`config.mk`:
```
export PLATFORM = sky130hd
export DESIGN_NAME = pfwc_fifo
export DESIGN_NICKNAME = d
export VERILOG_FILES = /design/src/rtl/pfwc_pkg.sv /design/src/rtl/pfwc_fifo.sv
export SDC_FILE = /design/constraint.sdc
export NUM_CORES = 1
export LEC_CHECK = 0
export ABC_AREA = 1
export ABC_CLOCK_PERIOD_IN_PS = 4650
export BUFFER_PORTS_ARGS = -buffer_cell sky130_fd_sc_hd__buf_2
export CAP_MARGIN = 10
export CORE_UTILIZATION = 30
export DETAILED_ROUTE_END_ITERATION = 10
export REMOVE_ABC_BUFFERS = 1
export SETUP_SLACK_MARGIN = 0.3
export SYNTH_ARGS = -nofsm -noshare
export SYNTH_HDL_FRONTEND = slang
export SYNTH_SLANG_ARGS = --single-unit
```
`constraint.sdc`:
```
create_clock -name clk -period 4.65 [get_ports clk]
set_clock_uncertainty 0.1 [all_clocks]
set_input_delay 0.2325 -clock clk [delete_from_list [all_inputs] [get_ports clk]]
set_output_delay 0.2325 -clock clk [all_outputs]
set_load 0.03 [all_outputs]
```
`src/rtl/pfwc_pkg.sv`:
```
package pfwc_pkg;

    localparam int VCO_W      = 32;
    localparam int REF_W      = 26;
    localparam int NINT_W     = 6;
    localparam int FRAC_EXT_W = 24;
    localparam int BYTE_W     = 8;
    localparam int QDEPTH     = 2;
    localparam int QPTR_W     = (QDEPTH > 1) ? $clog2(QDEPTH) : 1;
    localparam int QCNT_W     = $clog2(QDEPTH + 1);
    localparam int CFG_IDX_W  = 1;

    localparam logic [VCO_W-1:0] LOW_BAND_LIMIT = 32'd600000000;
    localparam logic [REF_W-1:0] REF_RESET      = 26'd26000000;

    typedef enum logic [CFG_IDX_W-1:0] {
        REG_REF_FREQ  = 1'b0,
        REG_FRAC_MODE = 1'b1
    } cfg_reg_t;

    // One classified request on its way to the divider.
    typedef struct packed {
        logic             band;
        logic [VCO_W-1:0] vco;
    } job_t;

endpackage

```
`src/rtl/pfwc_fifo.sv`:
```
module pfwc_fifo (
    input  logic            clk,
    input  logic            rst_n,
    input  logic            push_valid,
    input  pfwc_pkg::job_t  push_job,
    output logic            push_ready,
    output logic            pop_valid,
    output pfwc_pkg::job_t  pop_job,
    input  logic            pop_ready
);
    import pfwc_pkg::*;

    job_t              mem_reg [QDEPTH];
    logic [QPTR_W-1:0] wr_ptr_reg;
    logic [QPTR_W-1:0] wr_ptr_next;
    logic [QPTR_W-1:0] rd_ptr_reg;
    logic [QPTR_W-1:0] rd_ptr_next;
    logic [QCNT_W-1:0] count_reg;
    logic [QCNT_W-1:0] count_next;
    logic              push;
    logic              pop;

    assign push_ready = (count_reg != QCNT_W'(QDEPTH));
    assign pop_valid  = (count_reg != '0);
    assign push       = push_valid && push_ready;
    assign pop        = pop_valid && pop_ready;
    assign pop_job    = mem_reg[rd_ptr_reg];

    always_comb
    begin
        wr_ptr_next = wr_ptr_reg;
        rd_ptr_next = rd_ptr_reg;
        count_next  = count_reg;
        if (push)
        begin
            wr_ptr_next = (wr_ptr_reg == QPTR_W'(QDEPTH - 1)) ? '0 : wr_ptr_reg + 1'b1;
        end
        if (pop)
        begin
            rd_ptr_next = (rd_ptr_reg == QPTR_W'(QDEPTH - 1)) ? '0 : rd_ptr_reg + 1'b1;
        end
        if (push && !pop)
        begin
            count_next = count_reg + 1'b1;
        end
        else if (pop && !push)
        begin
            count_next = count_reg - 1'b1;
        end
    end

    always_ff @(posedge clk or negedge rst_n)
    begin
        if (!rst_n)
        begin
            wr_ptr_reg <= '0;
            rd_ptr_reg <= '0;
            count_reg  <= '0;
        end
        else
        begin
            wr_ptr_reg <= wr_ptr_next;
            rd_ptr_reg <= rd_ptr_next;
            count_reg  <= count_next;
        end
    end

    always_ff @(posedge clk)
    begin
        if (push)
        begin
            mem_reg[wr_ptr_reg] <= push_job;
        end
    end

endmodule

```
==> flow_summary.yaml <==
global_route:
  busiest_layer: "met2"
  grt_pass1_wl_mm: 7.97
  antenna_found_initial: 0
  grt_start_max_net_pins: 36
  use_met3: 0.0477
  track_usage: 0.112
  grt_pass1_vias: 1701
  use_met2: 0.182
  use_met1: 0.134
  grt_overflow_total: 0
floorplanning:
  die_y_um: 96.9
  fp-row-count: 34
  die_area_um2: 9400
  core_area_um2: 8720
  start_util: 0.310
  die_x_um: 96.9
  io_pins: 72
cts:
  path_clk_slew_ps: 70
  cts_inserted_buffers: 9
  tritoncts: "yes"
  clock_sink_count: 70
  ctsResizeCount: 0
  post-cts-setup-buffer-count: 0
  max-clock-path-buffers: 2
  root_buffer: "clkbuf_8"
  htreeDepth: 3
  clock_latency_ps: 330
  holdBufCountCts: 34
finish:
  largest_register_ff_count: 66
  finalNonFillerCells: 424
  nNetsFinal: 349
  area_growth_pct: 36.5
  diodes: 0
  finalInstanceArea_um2: 3690
  drive_gt1_frac: 0.335
  final_core_util: 0.423
placement:
  dp_cells: 374
  dp_hpwl_mm: 3.03
  gp_congestion: 0.656
  placed_area_um2: 3140
  io_buffers: 71
sta:
  slew_violations: 0
  tns_ps: 0
  setup_violations: 0
  tightest_slew_ps: 967
  fin_crit_ps: 1910
  slew_headroom: 0.354
  hold_viol: 0
  period_share: 0.411
  rsz0062_at_grt: "no"
  fmax_mhz: 523
drt:
  drc: 0
  ant_nets: 0
  wl_per_cell_um: 11.7
  first_iter_violations: 41
  dr.pass1.iters: 4
  num_vias: 1701
  viasPerCell: 4.01
  wl_mm: 4.95
critical_path:
  cp-end-kind: "output pin"
  crit_path_max_fanout: 35
  arrival_ps: 1580
  worst_setup_path_start_kind: "flop"
  worstPathRequired_ps: 4320
  path_class: "reg2out"
worst_hold_path:
  hold_class: "in2reg"
job:
  drv_cap: 0
logic_synthesis:
  yosys.area.top_type: "edfxtp_1"
  synth_ff_type: "edfxtp_1"
  synth_seq_area_share: 0.770
  synth.most_common_cell: "nand2_1"
  synth_area_leaders: "edfxtp_1 73%, nand2_1 13%, dfrtp_1 3.7%"
  synth_common_cells: "95 x nand2_1, 66 x edfxtp_1, 12 x nand2_2"
  syn_area_um2: 2700
  synth_edf_count: 66
  synthCells: 201
  async_flop_share: 0.0571
  netlist-cell-type-count: 17
  ys.warnings.count: 0
  netlist.area_leader.share: 0.733
  synth_area_per_cell_um2: 13.5
  synth-seq-cells: 70
outcome:
  status: "complete, no violations"
power_and_ir_drop:
  peakVddDrop_v: 0.000298
  power.density_nw_per_um2: 645
  power_leakage_uw: 0.00158
[placed cells by master, fill, tap and decap left out]
cell           count
xnor2_1            1
clkinv_1           1
edfxtp_1          66
inv_1              4
nand4_1            1
dfrtp_1            4
nor2_4             2
clkbuf_8           9
inv_8              1
ha_1               1
nand2_4            2
clkinvlp_4         2
buf_2             71
nand3_1            2
dlygate4sd3_1     34
nand2_1           95
xor2_1             1
clkinv_2           2
nand2_2           12
inv_2              2
bufinv_16          2
buf_4              1
[stage by stage]
| step | total power [uW] | worst slack (ps) | hold slack (ps) |
|---|---|---|---|
| 2_1_floorplan | 1580 | 2090 | -163 |
| 3_3_place_gp | 1870 | 2790 | -54.7 |
| 3_5_place_dp | 1880 | 2760 | -54.4 |
| 4_1_cts | 2420 | 2680 | 47.3 |
| 5_1_grt | 2540 | 2560 | 58.8 |
| 6_report | 2380 | 2740 | 64.1 |
[final cells by class]
class	count	area, um^2
inverter	7	33.8
tap	108	135
clock inverter	7	88.8
sequential	70	2080
timing repair buffer	106	703
clock buffer	9	124
multi-input combinational	117	523
fill	815	5030
[critical path, cell delays in order, from the launching register on]
cell and delay, ps:
dfrtp_1 360, buf_4 260, inv_8 250, nand2_1 80
nand2_1 90, buf_2 200
[path summary, 6_finish.rpt]
check / startpoint / end / slack (ps) / cells past startpoint
max: rd_ptr_reg$_DFFE_PN0P_ / pop_job[0] / 2740 / 5
max reg2reg: count_reg[0]$_DFFE_PN0P_ / mem_reg[0][18]$_DFFE_PP_ / 2800 / 4
min: pop_ready / rd_ptr_reg$_DFFE_PN0P_ / 60 / 3
min reg2reg: count_reg[0]$_DFFE_PN0P_ / count_reg[0]$_DFFE_PN0P_ / 430 / 1
min in group asynchronous: rst_n / wr_ptr_reg$_DFFE_PN0P_ / 130 / 2
max in group asynchronous: rst_n / rd_ptr_reg$_DFFE_PN0P_ / 4200 / 2
[metal layers]
layer | vias to the layer above | share of wire
met2 | 50 | 0.48
met3 | 4 | 0.054
met4 | 0 | 0.0069
met5 | - | 0
met1 | 764 | 0.46
li1 | 883 | -
[where the power goes]
| part | total, uW | leakage, uW | switching, uW | internal [uW] |
|---|---|---|---|---|
| Sequential | 908 | 0.000662 | 42.1 | 866 |
| Clock | 512 | 0.000103 | 214 | 298 |
| Combinational | 959 | 0.000819 | 709 | 250 |
[cells by family after synthesis]
group                      synth area share
adders and majority gates           0.00463
DFF                                   0.770
xor gates and xnor gates            0.00648
and+or+nand+nor                       0.177
buffers and inverters                0.0421
Power figures use the tool's default switching activity.
