`config.mk`:
```
export PLATFORM = sky130hd
export DESIGN_NAME = pfwc_front_flat
export DESIGN_NICKNAME = d
export VERILOG_FILES = /design/src/rtl/pfwc_pkg.sv /design/src/rtl/pfwc_ifs.sv /design/src/rtl/pfwc_front.sv /design/src/flat_wrapper.sv
export SDC_FILE = /design/constraint.sdc
export NUM_CORES = 1
export LEC_CHECK = 0
export BUFFER_PORTS_ARGS = -buffer_cell sky130_fd_sc_hd__buf_2
export CAP_MARGIN = 40
export CORE_MARGIN = 1
export CORE_UTILIZATION = 50
export CTS_CLUSTER_DIAMETER = 150
export DETAILED_ROUTE_END_ITERATION = 6
export PLACE_DENSITY_LB_ADDON = 0.1
export SYNTH_ARGS = -nofsm -noshare
export SYNTH_HDL_FRONTEND = slang
export SYNTH_SLANG_ARGS = --single-unit
```
`constraint.sdc`:
```
create_clock -name clk -period 2.9 [get_ports clk]
set_clock_uncertainty 0.2 [all_clocks]
set_input_delay 0.435 -clock clk [delete_from_list [all_inputs] [get_ports clk]]
set_output_delay 0.435 -clock clk [all_outputs]
set_load 0.1 [all_outputs]
```
`src/rtl/pfwc_pkg.sv`:
```
package pfwc_pkg;

    localparam int VCO_W      = 32;
    localparam int REF_W      = 26;
    localparam int NINT_W     = 6;
    localparam int FRAC_EXT_W = 24;
    localparam int BYTE_W     = 8;
    localparam int QDEPTH     = 2;
    localparam int QPTR_W     = (QDEPTH > 1) ? $clog2(QDEPTH) : 1;
    localparam int QCNT_W     = $clog2(QDEPTH + 1);
    localparam int CFG_IDX_W  = 1;

    localparam logic [VCO_W-1:0] LOW_BAND_LIMIT = 32'd600000000;
    localparam logic [REF_W-1:0] REF_RESET      = 26'd26000000;

    typedef enum logic [CFG_IDX_W-1:0] {
        REG_REF_FREQ  = 1'b0,
        REG_FRAC_MODE = 1'b1
    } cfg_reg_t;

    // One classified request on its way to the divider.
    typedef struct packed {
        logic             band;
        logic [VCO_W-1:0] vco;
    } job_t;

endpackage

```
`src/rtl/pfwc_ifs.sv`:
```
interface pfwc_in_if;
    import pfwc_pkg::*;

    logic             valid;
    logic             ready;
    logic [VCO_W-1:0] freq;

    modport source (output valid, output freq, input ready);
    modport sink   (input valid, input freq, output ready);
endinterface


```
`src/rtl/pfwc_front.sv`:
```
module pfwc_front (
    input  logic            clk,
    input  logic            rst_n,
    pfwc_in_if.sink         carrier,
    output logic            push_valid,
    output pfwc_pkg::job_t  push_job,
    input  logic            push_ready
);
    import pfwc_pkg::*;

    logic valid_reg;
    logic valid_next;
    job_t job_reg;
    job_t job_next;
    logic take;
    logic push;
    logic band;

    assign push          = valid_reg && push_ready;
    assign carrier.ready = !valid_reg || push_ready;
    assign take          = carrier.valid && carrier.ready;

    // Low band: VCO runs at twice the carrier.
    assign band          = (carrier.freq < LOW_BAND_LIMIT);
    assign job_next.band = band;
    assign job_next.vco  = band ? {carrier.freq[VCO_W-2:0], 1'b0} : carrier.freq;

    always_comb
    begin
        valid_next = valid_reg;
        if (take)
        begin
            valid_next = 1'b1;
        end
        else if (push)
        begin
            valid_next = 1'b0;
        end
    end

    always_ff @(posedge clk or negedge rst_n)
    begin
        if (!rst_n)
        begin
            valid_reg <= 1'b0;
        end
        else
        begin
            valid_reg <= valid_next;
        end
    end

    always_ff @(posedge clk)
    begin
        if (take)
        begin
            job_reg <= job_next;
        end
    end

    assign push_valid = valid_reg;
    assign push_job   = job_reg;

endmodule

```
`src/flat_wrapper.sv`:
```
// flat-port wrapper written by rule: the top's interface ports become plain ports
module pfwc_front_flat import pfwc_pkg::*;
  (clk, rst_n, push_valid, push_job, push_ready, carrier_valid, carrier_freq, carrier_ready);
  pfwc_in_if carrier_i ();
  input  logic clk;
  input  logic rst_n;
  output logic push_valid;
  output pfwc_pkg::job_t push_job;
  input  logic push_ready;
  input wire logic [$bits(carrier_i.valid)-1:0] carrier_valid;
  input wire logic [$bits(carrier_i.freq)-1:0] carrier_freq;
  output wire logic [$bits(carrier_i.ready)-1:0] carrier_ready;
  assign carrier_i.valid = carrier_valid;
  assign carrier_i.freq = carrier_freq;
  assign carrier_ready = carrier_i.ready;
  pfwc_front u_core (.clk(clk), .rst_n(rst_n), .carrier(carrier_i), .push_valid(push_valid), .push_job(push_job), .push_ready(push_ready));
endmodule
```
==> flow_summary_export.csv <==
group,metric,value,unit
layout,final_area,2080,um^2
layout,diodes,0,
grt,grt_max_degree,22,
timing,rsz0062_at_grt,"false",
timing,hold_viol,0,
timing,timing.fmax,450,MHz
clock_network,clock_path_buffers,2,
die,initial_core_util,53.0,%
logic_synthesis,synth.top_cell.area_share,60.8,%
setup_path,cp_max_fo,16,
placement,dp_hpwl,2100,um
logic_synthesis,yosysUniqueCellTypes,24,
die,core-area,3080,um^2
timing,drv_slew,0,
setup_path,path_class,"in -> reg",
timing,setup_viol,0,
layout,regArea,1020,um^2
min_path,holdCritStartpoint,"carrier_freq[31]",
timing,timing.final.crit_share,76.6,%
grt,busiest_layer,"met2",
logic_synthesis,ys_warn_count,0,
logic_synthesis,synth.largest_area_cell,"edfxtp_1",
power,power_density,572,nW/um^2
job,max-cap-violations,0,
layout,synthToLayoutAreaGrowth,27.8,%
route,drt_iter0_markers,33,
setup_path,worst_r2r_path_depth,3,
setup_path,required,2780,ps
grt,use_met3,7.64,%
grt,grt_pass1_wl,4260,um
layout,multi_input_area,564,um^2
grt,met2_usage,27.4,%
die,io-pin-count,71,
setup_path,r2r_end,"u_core.push_job[20]",
grt,antenna_found_initial,0,
die,dieWidth,59.1,um
layout,fillerInstances,237,
setup_path,r2r_slack,1050,ps
logic_synthesis,synth_ff_type,"edfxtp_1",
route,vias,1029,
clock_network,cts.sinks,34,
timing,worst_pin_slew,566,ps
logic_synthesis,ys_ff_latch,34,
min_path,min_path_cells,1,
logic_synthesis,yosysMostFrequentCell,"edfxtp_1",
logic_synthesis,synth_seq_area_share,62.3,%
logic_synthesis,syn_area,1630,um^2
run_status,status,"finished, final reports clean",
route,drtAntennaViolNets,0,
setup_path,cp.arrival,2100,ps
logic_synthesis,async_reset_ff_share,2.94,%
clock_network,cts_tree,"yes",
min_path,min_to,"u_core.push_job[31]",
timing,min_period,2220,ps
setup_path,worstSetupStartpointType,"input pin",
logic_synthesis,synthCells,89,
clock_network,clkTransAtPathRegs,100,ps
clock_network,clk_latency,320,ps
die,rows,20,
route,vias_per_cell,4.88,
placement,placed_area,2020,um^2
clock_network,numCtsBuffers,5,
logic_synthesis,synthTopCellsByCount,"edfxtp_1 (33), mux2_4 (24), inv_1 (4)",
setup_path,timing.rr.start,"u_core.push_valid",
timing,relSlewSlack,62.3,%
placement,portBuffers,70,
route,drt_pre_antenna_iters,4,
logic_synthesis,avgSynthCellArea,18.3,um^2
grt,overflow,0,
grt,met1_usage,19.8,%
power,leakage,0.900,nW
power,ir_drop,0.000322,V
die,die_h,59.1,um
grt,grt_use_total,17.2,%
placement,routabilityCongestion,0.739,
layout,nets,202,
min_path,hp-class,"in -> reg",
clock_network,cts_root_buf,"clkbuf_4",
timing,fin_setup_tns,0,ps
logic_synthesis,syn_nets,125,
clock_network,h-tree-depth,2,
grt,grt_pass1_vias,989,
layout,drive_gt1_share,65.9,%
route,drc_errors,0,
logic_synthesis,yosys-top-cells-area,"edfxtp_1 (61%), mux2_4 (22%), buf_6 (2.1%)",
die,floorplan.die_area,3490,um^2
setup_path,endpoint_kind,"flip-flop",
route,routedWlPerCell,13.0,um
logic_synthesis,synth_edf_count,33,
route,totalWireLength,2730,um
[registers in the layout (all words and copies together) (netlist names)]
name               cells
u_core.push_valid      1
u_core.push_job       33
[what timing repair did]
action,CTS,global route
resized for setup,0,0
endpoints found under the setup margin,0,0
setup buffers,0,0
hold buffers,1,0
endpoints found under the hold margin,1,0
[power breakdown]
group          leakage, nW  switching (W)  internal (W)
Combinational        0.545       0.000283     0.0000867
Clock               0.0297       0.000148     0.0000910
Sequential           0.326     0.00000621      0.000577
Total                0.900       0.000437      0.000755
[worst max path at each step]
stage | start | to | slack [ps]
final | carrier_freq[21] | u_core.push_job[12] | 680
after global routing | carrier_freq[21] | u_core.push_job[1] | 640
after CTS | carrier_freq[21] | u_core.push_job[21] | 700
after detailed placement | carrier_freq[21] | u_core.push_job[1] | 350
after global placement | carrier_freq[21] | u_core.push_job[1] | 430
after floorplan | u_core.push_valid | u_core.push_job[0] | 50
[worst max-delay path: stages]
cell,delay (ps)
buf_2,110
nor4_1,490
o311ai_2,250
a21oi_4,180
buf_4,300
mux2_4,330
[per-layer routing]
layer | share of wire (%) | wire length, um
met5 | 0 | 0
met4 | 1.9 | 51
met3 | 6.5 | 179
met2 | 49 | 1340
met1 | 43 | 1160
[cell families (layout without fill, tap and decap cells)]
group / count (synthesis) / count (layout) / share of synthesized area [%]
buf+inv: 8 / 86 / 3.22
simple gates: 12 / 12 / 5.83
compound gates: 9 / 9 / 5.14
mux: 26 / 26 / 23.5
flops: 34 / 34 / 62.3
[metrics by stage]
stage               power, W  cells  utilization [%]  hold WS (ps)  setup slack (ps)
detailed placement  0.000965    202             65.7          13.6               349
finish               0.00119    211             67.7           107               679
global route         0.00124    211             67.7          88.4               641
global placement    0.000961    202             65.7          9.75               428
CTS                  0.00120    211             67.7          93.5               696
floorplan           0.000896     89                -         -60.6              50.8
[layout by cell type, fill, tap and decap left out, types with 2 or more instances in the layout]
cell       instances
clkbuf_4           5
buf_2             70
nand3_1            2
mux2_4            24
mux2_2             2
o2bb2ai_1          2
inv_1              4
o31ai_1            2
buf_4              3
edfxtp_1          33
[layout make-up]
class | count | area share (%)
multi-input cells | 47 | 27.1
inverters | 4 | 0.721
flip-flops and latches | 34 | 48.8
repair buffers | 74 | 18.4
clock buffers | 6 | 1.98
clock inverters | 2 | 0.420
well taps | 44 | 2.64
Note: power is estimated with default switching activity, not from simulation.
